`src/hdl/mhre_pkg.sv`:
```
package mhre_pkg;

  // register file geometry and request limits
  localparam int REG_COUNT      = 256;
  localparam int MAX_READ_REGS  = 31;
  localparam int WRITE_MAX_REGS = 123;
  localparam int ADDR_W         = $clog2(REG_COUNT);
  localparam int WIDX_W         = $clog2(WRITE_MAX_REGS + 1);
  localparam int REM_W          = $clog2(MAX_READ_REGS + 1);
  localparam int POS_W          = 9;

  // command queue depth, a power of two
  localparam int QDEPTH = 2;
  localparam int QPTR_W = $clog2(QDEPTH);
  localparam int QCNT_W = $clog2(QDEPTH + 1);

  // response status codes
  localparam logic [1:0] ST_OK    = 2'd0;
  localparam logic [1:0] ST_COUNT = 2'd1;
  localparam logic [1:0] ST_RANGE = 2'd2;

  typedef enum logic [1:0] {
    CMD_ERR   = 2'd0,
    CMD_READ  = 2'd1,
    CMD_WRITE = 2'd2,
    CMD_ECHO  = 2'd3
  } cmd_kind_t;

  typedef struct packed {
    logic       mode;
    logic       first;
    logic [7:0] data_byte;
  } in_item_t;

  typedef struct packed {
    logic [7:0] resp_byte;
    logic       last;
    logic [1:0] status;
  } out_item_t;

  typedef struct packed {
    cmd_kind_t         kind;
    logic [1:0]        status;
    logic [15:0]       addr;
    logic [15:0]       count;
    logic [ADDR_W-1:0] waddr;
    logic [15:0]       wdata;
    logic              echo;
  } cmd_t;

  typedef struct packed {
    logic not_empty;
    logic full;
  } q_stat_t;

endpackage

```
`src/hdl/mhre_front.sv`:
```
module mhre_front import mhre_pkg::*; (
  input  logic     clk,
  input  logic     rst_n,
  input  logic     acc,
  input  in_item_t item,
  output logic     push,
  output cmd_t     cmd
);

  localparam logic [POS_W-1:0] POS_ADDR_HI  = POS_W'(0);
  localparam logic [POS_W-1:0] POS_ADDR_LO  = POS_W'(1);
  localparam logic [POS_W-1:0] POS_CNT_HI   = POS_W'(2);
  localparam logic [POS_W-1:0] POS_CNT_LO   = POS_W'(3);
  localparam logic [POS_W-1:0] POS_BYTE_CNT = POS_W'(4);
  localparam logic [POS_W-1:0] POS_DATA     = POS_W'(5);
  localparam logic [POS_W-1:0] POS_IDLE     = POS_W'(511);
  localparam logic [POS_W-1:0] POS_LAST     = POS_W'(510);
  localparam logic [16:0]      REG_SPAN     = 17'(REG_COUNT);
  localparam logic [15:0]      RD_LIMIT     = 16'(MAX_READ_REGS);
  localparam logic [15:0]      WR_LIMIT     = 16'(WRITE_MAX_REGS);

  logic [POS_W-1:0]  pos_r, pos_nxt, pos_eff;
  logic              mode_r, mode_nxt, mode_eff;
  logic [15:0]       addr_r, addr_nxt;
  logic [15:0]       cnt_r, cnt_nxt, cnt_full, limit;
  logic [WIDX_W-1:0] widx_r, widx_nxt, widx_eff;
  logic [7:0]        hold_r, hold_nxt;
  logic [16:0]       span;
  logic [WIDX_W:0]   stored;

  always_comb begin
    pos_eff  = item.first ? '0 : pos_r;
    mode_eff = item.first ? item.mode : mode_r;
    widx_eff = item.first ? '0 : widx_r;
    cnt_full = {cnt_r[15:8], item.data_byte};
    limit    = mode_eff ? WR_LIMIT : RD_LIMIT;
    span     = {1'b0, addr_r} + {1'b0, cnt_full};
    stored   = {1'b0, widx_eff} + 1'b1;

    pos_nxt  = pos_r;
    mode_nxt = mode_r;
    addr_nxt = addr_r;
    cnt_nxt  = cnt_r;
    widx_nxt = widx_r;
    hold_nxt = hold_r;

    push       = 1'b0;
    cmd        = '0;
    cmd.kind   = CMD_ECHO;
    cmd.status = ST_OK;
    cmd.addr   = addr_r;
    cmd.count  = cnt_r;
    cmd.waddr  = addr_r[ADDR_W-1:0] + ADDR_W'(widx_eff);
    cmd.wdata  = {hold_r, item.data_byte};

    if (acc) begin
      mode_nxt = mode_eff;
      widx_nxt = widx_eff;
      pos_nxt  = pos_eff;
      case (pos_eff)
        POS_ADDR_HI: begin
          addr_nxt = {item.data_byte, 8'h00};
          pos_nxt  = POS_ADDR_LO;
        end
        POS_ADDR_LO: begin
          addr_nxt = {addr_r[15:8], item.data_byte};
          pos_nxt  = POS_CNT_HI;
        end
        POS_CNT_HI: begin
          cnt_nxt = {item.data_byte, 8'h00};
          pos_nxt = POS_CNT_LO;
        end
        POS_CNT_LO: begin
          cnt_nxt   = cnt_full;
          cmd.count = cnt_full;
          if (cnt_full > limit) begin
            push       = 1'b1;
            cmd.kind   = CMD_ERR;
            cmd.status = ST_COUNT;
            pos_nxt    = POS_IDLE;
          end else if (span > REG_SPAN) begin
            push       = 1'b1;
            cmd.kind   = CMD_ERR;
            cmd.status = ST_RANGE;
            pos_nxt    = POS_IDLE;
          end else if (!mode_eff) begin
            push     = 1'b1;
            cmd.kind = CMD_READ;
            pos_nxt  = POS_IDLE;
          end else begin
            widx_nxt = '0;
            pos_nxt  = POS_BYTE_CNT;
          end
        end
        POS_BYTE_CNT: begin
          // byte count field carries nothing the counts do not
          if (cnt_r == '0) begin
            push     = 1'b1;
            cmd.kind = CMD_ECHO;
            pos_nxt  = POS_IDLE;
          end else begin
            pos_nxt = POS_DATA;
          end
        end
        default: begin
          if (pos_eff inside {[POS_DATA:POS_LAST]}) begin
            if (pos_eff[0]) begin
              hold_nxt = item.data_byte;
              pos_nxt  = pos_eff + 1'b1;
            end else begin
              push     = 1'b1;
              cmd.kind = CMD_WRITE;
              cmd.echo = (stored >= {1'b0, cnt_r[WIDX_W-1:0]});
              widx_nxt = stored[WIDX_W-1:0];
              pos_nxt  = cmd.echo ? POS_IDLE : pos_eff + 1'b1;
            end
          end
        end
      endcase
    end
  end

  always_ff @(posedge clk) begin
    if (!rst_n) begin
      pos_r  <= '0;
      mode_r <= 1'b0;
      addr_r <= '0;
      cnt_r  <= '0;
      widx_r <= '0;
      hold_r <= '0;
    end else begin
      pos_r  <= pos_nxt;
      mode_r <= mode_nxt;
      addr_r <= addr_nxt;
      cnt_r  <= cnt_nxt;
      widx_r <= widx_nxt;
      hold_r <= hold_nxt;
    end
  end

endmodule

```
`config.mk`:
```
export PLATFORM = sky130hd
export DESIGN_NAME = mhre_front
export DESIGN_NICKNAME = d
export VERILOG_FILES = /design/src/hdl/mhre_pkg.sv /design/src/hdl/mhre_front.sv
export SDC_FILE = /design/constraint.sdc
export NUM_CORES = 1
export LEC_CHECK = 0
export BUFFER_PORTS_ARGS = -buffer_cell sky130_fd_sc_hd__buf_2
export CORE_UTILIZATION = 60
export CTS_BUF_LIST = sky130_fd_sc_hd__clkbuf_16
export DETAILED_ROUTE_END_ITERATION = 8
export PLACE_DENSITY = 0.88
export SYNTH_ARGS = -nofsm -noshare
export SYNTH_HDL_FRONTEND = slang
export SYNTH_SLANG_ARGS = --single-unit
export TNS_END_PERCENT = 20
```
`constraint.sdc`:
```
create_clock -name clk -period 4.7 [get_ports clk]
set_clock_uncertainty 0.05 [all_clocks]
set_input_delay 0.47 -clock clk [delete_from_list [all_inputs] [get_ports clk]]
set_output_delay 0.47 -clock clk [all_outputs]
set_load 0.01 [all_outputs]
```
==> summary.md <==
| Metric | Value |
|---|---|
| Outcome | finished, final reports clean |
| GRT Total Usage | 35.3% |
| Final std cells w/o fill | 720 |
| Initial antenna violation count | 0 |
| Worst-Skew Late Latency | 330 ps |
| Post-synth ARST share | 0% |
| Number of global-route vias before repair | 4187 |
| Hold Crit Class | reg -> reg |
| Yosys cell types | 65 |
| Worst Path Arrival | 3850 ps |
| Vias/cell | 6.26 |
| Register Area | 1140 µm² |
| # IOs | 75 |
| Crit path launch type | flop |
| CTS root buf | clkbuf_16 |
| Avg Synthesized Cell Area | 8.17 µm² |
| Layout cells sized above 1 | 17.7% |
| Cells after Synth | 562 |
| Post-CTS Setup Bufs | 0 |
| Yosys Warn Count | 0 |
| Final hold vios | 0 |
| Seq/Total Area, Yosys | 24.9% |
| CTS max path bufs | 2 |
| Filler cell count | 590 |
| Max Cap Viol | 0 |
| DIE AREA | 8000 µm² |
| First-pass GRT wire length | 21100 µm |
| Routed length per instance | 18.8 µm |
| Final worst path period share | 93.0% |
| Cell-internal power | 1.01 mW |
| Post-CTS Hold Fix Bufs | 0 |
| Crit path kind | reg -> out |
| PostCTS Resize Cnt | 0 |
| Slowest-stage cell, CP | a221oi_1 |
| Worst path required time | 4180 ps |
| Min Clock Period, post-route | 4370 ps |
| GPL Wtd Cong | 1.03 |
| Total Wirelength | 13600 µm |
| Clock-pin slew on the worst setup and hold paths | 50 ps |
| Static Leak | 2.54 nW |
| Via count | 4508 |
| Core area | 7330 µm² |
| Most frequent cell after synthesis | dfxtp_1 |
| Area delta synth->final | 13.6% |
| Peak supply drop | 0.214 mV |
| Total grt overflow | 0 |
| First-pass DRT Iterations | 5 |
| PortBufs | 74 |
| Dpl cells | 704 |
| Initial drt markers | 396 |
| Sequential share of power | 36.0% |
| Synth top cells by count | 57 x dfxtp_1, 46 x nand2_1, 41 x ha_1 |
| Slew Limit Fails | 0 |
| Final core occ | 71.1% |
| Final ANT Viol Nets | 0 |
| Fin area | 5220 µm² |
| Most frequent CP cell | a21oi_1 |
| Rows | 31 |
| RSZ-0062 raised after global routing | no |
| Largest net degree at the start of global routing | 58 |
| Ys flop type | dfxtp_1 |
| Syn Nets | 618 |
| CP Cell Sequence | ha_1 > a21oi_1 > o211ai_1 > a221oi_1 > mux2_2 > or4_1 > nor4_1 > a21oi_1 > nor2_1 > a21oi_1 > buf_2 |
| Fmax | 229 MHz |
| H-Tree Depth | 3 |
| Initial cell density of the core | 62.6% |
| Die H | 89.5 µm |
| CTS tree | built |
| Area of the multi-input gates | 3150 µm² |
| # diodes | 0 |
| Crit end category | output pin |
| Leading post-synthesis cells by cell area | dfxtp_1 25%, ha_1 11%, mux2i_1 5.9%, nor2b_1 5.3%, nand2_1 3.8% |
| Psw | 430 µW |
| CTS Buf Count | 9 |
| Top delay family on crit path | compound AO/OA/AOI/OAI gates |
| WP buf/inv | 1 |
| Clock Power Share | 44.4% |
| Logic pwr share | 19.7% |
| Final nets | 672 |
| Worst-path fanout max | 7 |
| Area leader, netlist | dfxtp_1 |
| Synth Cell Area | 4590 µm² |
| Placed instance area | 4930 µm² |
| EDFF count, synth | 0 |
| Hpwl dp | 10300 µm |
| Setup Viol. Count Final | 0 |
| Synth Register Bits | 57 |
| Worst path max stage delay | 510 ps |
| Final TNS setup | 0 ps |
| Switching share of power | 29.9% |
| Worst-margin pin slew | 879 ps |
| Synth top area share | 24.9% |
| Pwr dens | 276 nW/µm² |
| Slew HR | 41.4% |
| Sink Count | 57 |
| Drc violations | 0 |
| Die X-Extent | 89.5 µm |
-- cell type report --
cell class | instances | share of cell area [%]
clock buffers | 9 | 4.32
clock inverters | 7 | 1.20
inverters | 25 | 1.80
multi-input cells | 442 | 60.3
flip-flops and latches | 57 | 21.9
well taps | 99 | 2.38
repair buffers | 81 | 8.11
-- layer usage --
| layer | wire length (µm) | vias up | GRT usage, % |
|---|---|---|---|
| met4 | 316 | 0 | 11.8 |
| met5 | 0 | - | 0 |
| met2 | 6420 | 208 | 60.9 |
| met1 | 5960 | 2130 | 45.7 |
| met3 | 868 | 28 | 4.52 |
| li1 | - | 2142 | - |
-- power groups by stage --
stage | Sequential (mW) | Combinational, mW | Clock (mW)
finish | 0.518 | 0.283 | 0.639
CTS | 0.517 | 0.277 | 0.640
detailed placement | 0.527 | 0.274 | 0
global placement | 0.526 | 0.271 | 0
global route | 0.519 | 0.307 | 0.663
floorplan | 0.525 | 0.198 | 0
-- cell families after synthesis --
| logic type | after synthesis | synth area share, % |
|---|---|---|
| xor+xnor | 22 | 4.20 |
| fa+ha+maj | 43 | 12.0 |
| compound gates | 155 | 23.4 |
| mux | 29 | 6.38 |
| simple gates | 193 | 22.5 |
| buf+inv | 63 | 6.62 |
| flops | 57 | 24.9 |
-- worst reg2reg max path, cell delays in order (launching register included) --
cell      delay (ps)
dfxtp_1          410
ha_1             320
a21oi_1          250
o211ai_1         210
a221oi_1         510
mux2_2           400
or4_1            500
nor3_1           320
nand2_1          150
o21ai_1          330
a31oi_1          140
-- stage by stage --
step	setup WS [ps]	hold slack, ps	power, mW
after global routing	82.7	471	1.49
after floorplan	1120	406	0.723
after global placement	544	417	0.797
after detailed placement	468	426	0.801
final	331	433	1.44
after CTS	396	434	1.43
-- final timing paths --
kind	start	to	slack [ps]	cells after the start
max	addr_r[6]$_SDFFE_PN0P_	push	330	11
max reg2reg	addr_r[6]$_SDFFE_PN0P_	pos_r[5]$_SDFFE_PN0P_	950	10
min reg2reg	cnt_r[1]$_SDFFE_PN0P_	cnt_r[1]$_SDFFE_PN0P_	430	2
min	cnt_r[1]$_SDFFE_PN0P_	cnt_r[1]$_SDFFE_PN0P_	430	2
-- cells in the final DEF (no fill, tap or decap), types with 4 or more instances in the layout --
cell       synthesis  routed
buf_2              0      74
dfxtp_1           57      57
nand2_1           46      46
ha_1              41      41
nor2b_1           39      39
nor2_1            29      29
o21ai_0           29      29
mux2i_1           27      27
inv_1             25      26
a21oi_1           24      24
a31oi_1           15      15
xnor2_1           13      13
nand2b_1          12      12
nand3_1           12      12
nor3_1            11      11
xor2_1             9       9
a21o_1             9       9
a21boi_0           9       9
a22oi_1            9       9
clkbuf_16          0       9
and3_1             7       7
and2_1             7       7
buf_4             16       7
o21bai_1           5       5
nor4_1             5       5
o211ai_1           5       5
nand4_1            4       4
a211o_1            4       4
nor3b_1            4       4
a211oi_1           4       4
a221oi_1           4       4
nand3b_1           4       4
-- sequential cells by signal (all words and copies together) (netlist names) --
signal  count
addr_r     16
pos_r       9
mode_r      1
hold_r      8
widx_r      7
cnt_r      16
(Power assumes the default switching activity.)
