--- src/hdl/mhre_pkg.sv ---
package mhre_pkg;

  // register file geometry and request limits
  localparam int REG_COUNT      = 256;
  localparam int MAX_READ_REGS  = 31;
  localparam int WRITE_MAX_REGS = 123;
  localparam int ADDR_W         = $clog2(REG_COUNT);
  localparam int WIDX_W         = $clog2(WRITE_MAX_REGS + 1);
  localparam int REM_W          = $clog2(MAX_READ_REGS + 1);
  localparam int POS_W          = 9;

  // command queue depth, a power of two
  localparam int QDEPTH = 2;
  localparam int QPTR_W = $clog2(QDEPTH);
  localparam int QCNT_W = $clog2(QDEPTH + 1);

  // response status codes
  localparam logic [1:0] ST_OK    = 2'd0;
  localparam logic [1:0] ST_COUNT = 2'd1;
  localparam logic [1:0] ST_RANGE = 2'd2;

  typedef enum logic [1:0] {
    CMD_ERR   = 2'd0,
    CMD_READ  = 2'd1,
    CMD_WRITE = 2'd2,
    CMD_ECHO  = 2'd3
  } cmd_kind_t;

  typedef struct packed {
    logic       mode;
    logic       first;
    logic [7:0] data_byte;
  } in_item_t;

  typedef struct packed {
    logic [7:0] resp_byte;
    logic       last;
    logic [1:0] status;
  } out_item_t;

  typedef struct packed {
    cmd_kind_t         kind;
    logic [1:0]        status;
    logic [15:0]       addr;
    logic [15:0]       count;
    logic [ADDR_W-1:0] waddr;
    logic [15:0]       wdata;
    logic              echo;
  } cmd_t;

  typedef struct packed {
    logic not_empty;
    logic full;
  } q_stat_t;

endpackage

--- src/hdl/mhre_queue.sv ---
module mhre_queue import mhre_pkg::*; (
  input  logic    clk,
  input  logic    rst_n,
  input  logic    push,
  input  cmd_t    push_data,
  input  logic    pop,
  output cmd_t    head,
  output q_stat_t stat
);

  cmd_t              q_r [QDEPTH];
  logic [QPTR_W-1:0] wr_ptr_r, rd_ptr_r;
  logic [QCNT_W-1:0] cnt_r, cnt_nxt;
  logic              do_pop;

  assign stat.not_empty = (cnt_r != '0);
  assign stat.full      = (cnt_r == QCNT_W'(QDEPTH));
  assign head           = q_r[rd_ptr_r];
  assign do_pop         = pop && stat.not_empty;

  always_comb begin
    cnt_nxt = cnt_r;
    if (push && !do_pop) begin
      cnt_nxt = cnt_r + 1'b1;
    end else if (do_pop && !push) begin
      cnt_nxt = cnt_r - 1'b1;
    end
  end

  always_ff @(posedge clk) begin
    if (push) begin
      q_r[wr_ptr_r] <= push_data;
    end
  end

  always_ff @(posedge clk) begin
    if (!rst_n) begin
      wr_ptr_r <= '0;
      rd_ptr_r <= '0;
      cnt_r    <= '0;
    end else begin
      if (push) begin
        wr_ptr_r <= wr_ptr_r + 1'b1;
      end
      if (do_pop) begin
        rd_ptr_r <= rd_ptr_r + 1'b1;
      end
      cnt_r <= cnt_nxt;
    end
  end

`ifndef SYNTH
  a_no_push_when_full: assert property (@(posedge clk) disable iff (!rst_n)
    stat.full |-> !push)
    else $error("command pushed into a full queue");
  a_fill_bounded: assert property (@(posedge clk) disable iff (!rst_n)
    cnt_r <= QCNT_W'(QDEPTH))
    else $error("queue fill count out of range");
  a_pop_not_empty: assert property (@(posedge clk) disable iff (!rst_n)
    pop |-> stat.not_empty)
    else $error("command popped from an empty queue");
`endif

endmodule

--- config.mk ---
export PLATFORM = sky130hd
export DESIGN_NAME = mhre_queue
export DESIGN_NICKNAME = d
export VERILOG_FILES = /design/src/hdl/mhre_pkg.sv /design/src/hdl/mhre_queue.sv
export SDC_FILE = /design/constraint.sdc
export NUM_CORES = 1
export LEC_CHECK = 0
export BUFFER_PORTS_ARGS = -buffer_cell sky130_fd_sc_hd__buf_4
export CAP_MARGIN = 20
export CORE_MARGIN = 2
export CORE_UTILIZATION = 45
export DETAILED_ROUTE_END_ITERATION = 6
export PLACE_DENSITY = 0.7
export RECOVER_POWER = 25
export SYNTH_ARGS = -nofsm -noshare
export SYNTH_HDL_FRONTEND = slang
export SYNTH_SLANG_ARGS = --single-unit
--- constraint.sdc ---
create_clock -name clk -period 4.2 [get_ports clk]
set_input_delay 0.84 -clock clk [delete_from_list [all_inputs] [get_ports clk]]
set_output_delay 0.84 -clock clk [all_outputs]
set_load 0.01 [all_outputs]
==> impl_metrics.tcl, run 1 <==
set metrics [dict create \
    combPwrFrac_pct 22.8 \
    cts_made_buffers 17 \
    max_cap_violations 0 \
    critical_path.top_delay_family "buffers and inverters" \
    powerDensity_nw_per_um2 580 \
    ant_nets 0 \
    htree_levels 4 \
    ys_seq_area_share_pct 81.7 \
    avgViaCountPerCell 4.72 \
    arrival_ns 1.70 \
    finalClockSkew_ns 0.00303 \
    setup_violations 0 \
    drive_gt1_share_pct 60.3 \
    cp_max_fo 61 \
    netlist_instances 212 \
    clk_latency_ns 0.49 \
    ys_types 15 \
    worst_ir_drop_vdd_mv 0.367 \
    p_int_mw 2.77 \
    cts-root-buf "clkbuf_8" \
    final_cells 501 \
    max_slew_margin_pct 53.8 \
    synth_area_leaders "edfxtp_1 80%, mux2_2 15%, dfxtp_1 2.2%" \
    cts_tree "done" \
    finalHoldViolCount 0 \
    drtIter0Drc 53 \
    p_sw_mw 0.873 \
    vias 2367 \
    run_status "completed" \
    post-cts-setup-buffers 0 \
    core_area_um2 9860 \
    fin_crit_ns 2.54 \
    grt_max_degree 62 \
    drt-wirelength-per-cell_um 15.4 \
    placement.io_buffers 127 \
    area_delta_synth_final_pct 36.4 \
    dieArea_um2 11100 \
    clock_path_buffers 2 \
    worstPathRequired_ns 3.36 \
    worstSetupPathType "reg -> out" \
    finalNetCount 422 \
    post_dp_cell_area_um2 5750 \
    final_max_slew_viol_count 0 \
    drcViolationCount 0 \
    synth_top_cell_area_share_pct 79.5 \
    cp_cell_sequence "buf_12 -> mux2_2 -> buf_4" \
    io_pins 128 \
    fp-row-count 36 \
    die_w_um 105 \
    fmax_mhz 394 \
    power.share.clock_pct 35.9 \
    min_period_over_period_pct 60.5 \
    antenna_cells 0 \
    ys_ff_latch 127 \
    cts_resized 0 \
    yosys_warnings 0 \
    holdBufCountCts 0 \
    rsz0062_at_grt "false" \
    sw_frac_of_total_pct 23.9 \
    tightest_slew_ns 0.692 \
    avgSynthCellArea_um2 21.7 \
    dp_cells 470 \
    synth.largest_area_cell "edfxtp_1" \
    p_seq_share_pct 41.4 \
    hp-class "reg -> reg" \
    gp_congestion 0.682 \
    slowest_stage "mux2_2" \
    wirelength_mm 7.72 \
    clk_pin_slew_ns 0.05 \
    p_leak_nw 2.35 \
    dp_hpwl_mm 5.02 \
    path_buf_inv 2 \
    grt_pass1_wl_mm 12.1 \
    grtUsageTotal_pct 14.7 \
    stdcell_area_um2 6280 \
    first_pass_iters 4 \
    numClockSinks 127 \
    multiInputGateArea_um2 816 \
    n_fill_cell 719 \
    start_util_pct 46.7 \
    slowest_delay_ns 0.39 \
    die_h_um 105 \
    end_kind "primary output" \
    grt-ovfl-total 0 \
    synth_fp_nets 278 \
    layout.area.seq_um2 3760 \
    antenna_found_initial 0 \
    grt_pass1_vias 2462 \
    synth.cell_area_um2 4610 \
    setup_tns_ns 0 \
    cp-start-kind "flop" \
]
-- cells in the mapped netlist --
cell / count
a21boi_1: 1
and2_1: 4
buf_2: 7
dfxtp_1: 5
edfxtp_1: 122
ha_1: 1
mux2_2: 61
nor2b_1: 3
o21a_1: 1
o21ai_0: 1
o21ai_1: 1
or2_2: 1
or3_1: 1
xnor2_1: 2
xor2_1: 1
-- layer usage --
layer	up-vias	part of all wire (%)	global-route usage, %
met5	-	0	0
met4	0	1.2	6.86
met3	9	6.1	4.74
met2	87	51	24.0
met1	1145	41	17.7
li1	1126	-	-
-- logic make-up (layout without fill, tap and decap cells) --
kind of cell,count (synthesis),after routing,synth area share [%]
adders and majority gates,1,1,0.272
and+or+nand+nor,9,9,1.22
xor gates and xnor gates,3,3,0.571
muxes,61,61,14.9
DFF,127,127,81.7
buffers and inverters,7,163,0.761
AOI/OAI and AO/OA,4,4,0.543
-- cell type report --
type                       count  area share, %
sequential                   127           59.9
timing repair buffer         132           15.9
clock inverter                14           2.01
multi-input combinational     78           13.0
clock buffer                  17           6.59
tap                          133           2.65
-- power by group through the flow --
stage | logic [mW] | registers [mW] | clock network [mW]
2_1_floorplan | 0.477 | 1.53 | 0
3_3_place_gp | 0.841 | 1.53 | 0
3_5_place_dp | 0.850 | 1.53 | 0
4_1_cts | 0.854 | 1.51 | 1.34
5_1_grt | 0.895 | 1.52 | 1.38
6_report | 0.830 | 1.51 | 1.31
-- metrics by stage --
stage / worst slack, ns / power [mW] / util (%) / hold WS [ns]
finish: 1.66 / 3.65 / 63.7 / 0.528
floorplan: 0.154 / 2.00 / - / 0.474
global route: 1.57 / 3.80 / 63.7 / 0.510
CTS: 1.62 / 3.70 / 63.8 / 0.501
detailed placement: 1.86 / 2.38 / 58.3 / 0.515
global placement: 1.89 / 2.37 / 58.3 / 0.502
-- sequential cells by signal, summed over array words and instances, names as in the netlist, named ones only --
name,cells
wr_ptr_r,1
cnt_r,2
q_r,122
rd_ptr_r,1
-- placed cells by master, fill, tap and decap left out, drive strengths merged, types with 2 or more instances in the layout --
cell	n
edfxtp	122
buf	91
mux2	61
clkbuf	58
clkinv	9
dfxtp	5
and2	4
clkinvlp	3
nor2b	3
xnor2	2
bufinv	2
o21ai	2
-- worst register-to-register path, stage by stage (launching register included) --
cell and delay [ns]:
dfxtp_1 0.38, and2_2 0.53, buf_4 0.41
-- worst paths after layout --
check / startpoint / slack [ns] / to / depth (start not counted)
worst max-delay path: flop / 1.66 / head[1] / 3
worst min register to register: cnt_r[1] / 0.53 / cnt_r[1] / 2
worst min-delay path: cnt_r[1] / 0.53 / cnt_r[1] / 2
worst max register to register: wr_ptr_r / 2.55 / q_r[1][52] / 2
(Power assumes the default switching activity.)
==> run 2: changes to the inputs <==
--- a/config.mk
+++ b/config.mk
@@ -10,7 +10,7 @@
 export CORE_MARGIN = 2
 export CORE_UTILIZATION = 45
 export DETAILED_ROUTE_END_ITERATION = 6
-export PLACE_DENSITY = 0.7
+export PLACE_DENSITY = 0.67
 export RECOVER_POWER = 25
 export SYNTH_ARGS = -nofsm -noshare
 export SYNTH_HDL_FRONTEND = slang
==> constraint.sdc (replaced) <==
create_clock -name clk -period 2.4 [get_ports clk]
set_input_delay 0.48 -clock clk [delete_from_list [all_inputs] [get_ports clk]]
set_output_delay 0.48 -clock clk [all_outputs]
set_load 0.01 [all_outputs]
==> run 2 against run 1 <==
  * Critical path depth stayed put
  * Setup slack worse by 1.6 ns
  * Sequential share of layout area is 0.66 points lower
==> impl_metrics.tcl, run 2 (synthesis results as in run 1) <==
set metrics [dict create \
    gp_congestion 0.698 \
    top_register "q_r" \
    cts-root-buf "clkbuf_8" \
    finalClockSkew_ns 0.00433 \
    wirelength_mm 8.21 \
    fmax_mhz 434 \
    cts_resized 0 \
    combPwrFrac_pct 21.7 \
    grtUsageTotal_pct 15.8 \
    start_util_pct 46.7 \
    rsz0062_at_grt "false" \
    die_w_um 105 \
    grt_pass1_vias 2498 \
    worstPathRequired_ns 1.92 \
    finalPower_mw 6.71 \
    setup_tns_ns 0 \
    min_period_over_period_pct 96.1 \
    sw_frac_of_total_pct 22.9 \
    fp-row-count 36 \
    tightest_slew_ns 0.490 \
    core_area_um2 9860 \
    cts_made_buffers 17 \
    r2r-start "cnt_r[0]" \
    drcViolationCount 0 \
    hp-class "in -> reg" \
    first_pass_iters 4 \
    grt-ovfl-total 0 \
    regToRegSetupSlack_ns 0.96 \
    dp_hpwl_mm 5.37 \
    r2r_end "cnt_r[1]" \
    avgViaCountPerCell 4.74 \
    final_cell_mix "122 x edfxtp_1, 90 x buf_4, 61 x mux2_2" \
    cts_tree "done" \
    worstSetupPathType "reg -> out" \
    antenna_found_initial 0 \
    grt_pass1_wl_mm 12.8 \
    drtIter0Drc 64 \
    cp_max_fo 37 \
    largest_reg_flops 122 \
    stdcell_area_um2 6350 \
    max_slew_margin_pct 67.4 \
    numClockSinks 127 \
    worst_ir_drop_vdd_mv 0.505 \
    arrival_ns 1.83 \
    finish.utilization_pct 64.4 \
    final_common_cell "edfxtp_1" \
    p_sw_mw 1.54 \
    reg.largest.list "q_r x122, cnt_r x2" \
    clk_pin_slew_ns 0.05 \
    n_fill_cell 711 \
    dieArea_um2 11100 \
    htree_levels 4 \
    final_max_slew_viol_count 0 \
    cp-start-kind "flop" \
    max_cap_violations 0 \
    post_dp_cell_area_um2 5760 \
    finalNetCount 423 \
    vias 2382 \
    antenna_cells 0 \
    post-cts-setup-buffers 0 \
    drt-wirelength-per-cell_um 16.3 \
    p_leak_nw 2.38 \
    holdBufCountCts 0 \
    ant_nets 0 \
    whs_endpoint "q_r[0][51]" \
    clock_path_buffers 2 \
    clk_latency_ns 0.51 \
    rr_worst_depth 4 \
    area_delta_synth_final_pct 38.0 \
    io_pins 128 \
    power.share.clock_pct 38.9 \
    hp-start "push_data[51]" \
    setup_violations 0 \
    run_status "completed" \
    holdPathStages 1 \
    end_kind "primary output" \
    final_cells 503 \
    powerDensity_nw_per_um2 1060 \
    grt_max_degree 39 \
    die_h_um 105 \
    dp_cells 471 \
    p_int_mw 5.17 \
    drive_gt1_share_pct 59.7 \
    fin_crit_ns 2.31 \
    placement.io_buffers 127 \
    p_seq_share_pct 39.4 \
    finalHoldViolCount 0 \
]
==> run 2: cell count changes in the layout (fill, tap and decap cells not counted) <==
cell        change
clkbuf_1        +4
bufinv_16       +3
clkbuf_4        -2
clkinv_1        -1
clkinv_4        -1
clkinvlp_4      -1
==> run 2: worst max path at each step <==
stage / startpoint / to / slack [ns] / cells past startpoint
2_1_floorplan: push / q_r[1][0] / 0.06 / 1
6_report: flop / head[28] / 0.09 / 3
4_1_cts: flop / head[22] / 0.05 / 3
3_5_place_dp: flop / head[28] / 0.61 / 3
5_1_grt: flop / head[22] / 0.001 / 3
3_3_place_gp: flop / head[40] / 0.61 / 3
==> run 2: power by group through the flow <==
stage | clock [mW] | combinational, mW | sequential [mW]
detailed placement | 0 | 1.48 | 2.68
floorplan | 0 | 0.836 | 2.67
finish | 2.61 | 1.46 | 2.64
CTS | 2.67 | 1.49 | 2.64
global placement | 0 | 1.47 | 2.67
global route | 2.77 | 1.57 | 2.65
==> run 2: layer usage <==
| layer | up-vias | part of all wire [%] | GRT usage, % |
|---|---|---|---|
| met2 | 88 | 49 | 24.0 |
| met3 | 8 | 6.2 | 6.18 |
| met1 | 1151 | 44 | 19.7 |
| met4 | 0 | 0.73 | 7.71 |
| met5 | - | 0 | 0 |
| li1 | 1135 | - | - |
==> run 2: stage by stage <==
| stage | setup slack, ns | hold slack (ns) |
|---|---|---|
| 2_1_floorplan | 0.0582 | 0.474 |
| 3_3_place_gp | 0.613 | 0.494 |
| 3_5_place_dp | 0.614 | 0.533 |
| 4_1_cts | 0.0475 | 0.124 |
| 5_1_grt | 0.00129 | 0.131 |
| 6_report | 0.0944 | 0.160 |
==> run 2: critical path: stages, from the launching register on <==
cell and delay, ns:
dfxtp_2 0.33, buf_4 0.42, mux2_2 0.41, buf_4 0.15
==> run 2: cell type report <==
cell class                      count  area, um2  share of cell area (%)
Timing Repair Buffer              133        992                    15.6
Multi-Input combinational cell     78        816                    12.8
Clock inverter                     14        196                    3.09
Tap cell                          133        166                    2.62
Sequential cell                   127       3760                    59.3
Clock buffer                       18        418                    6.58
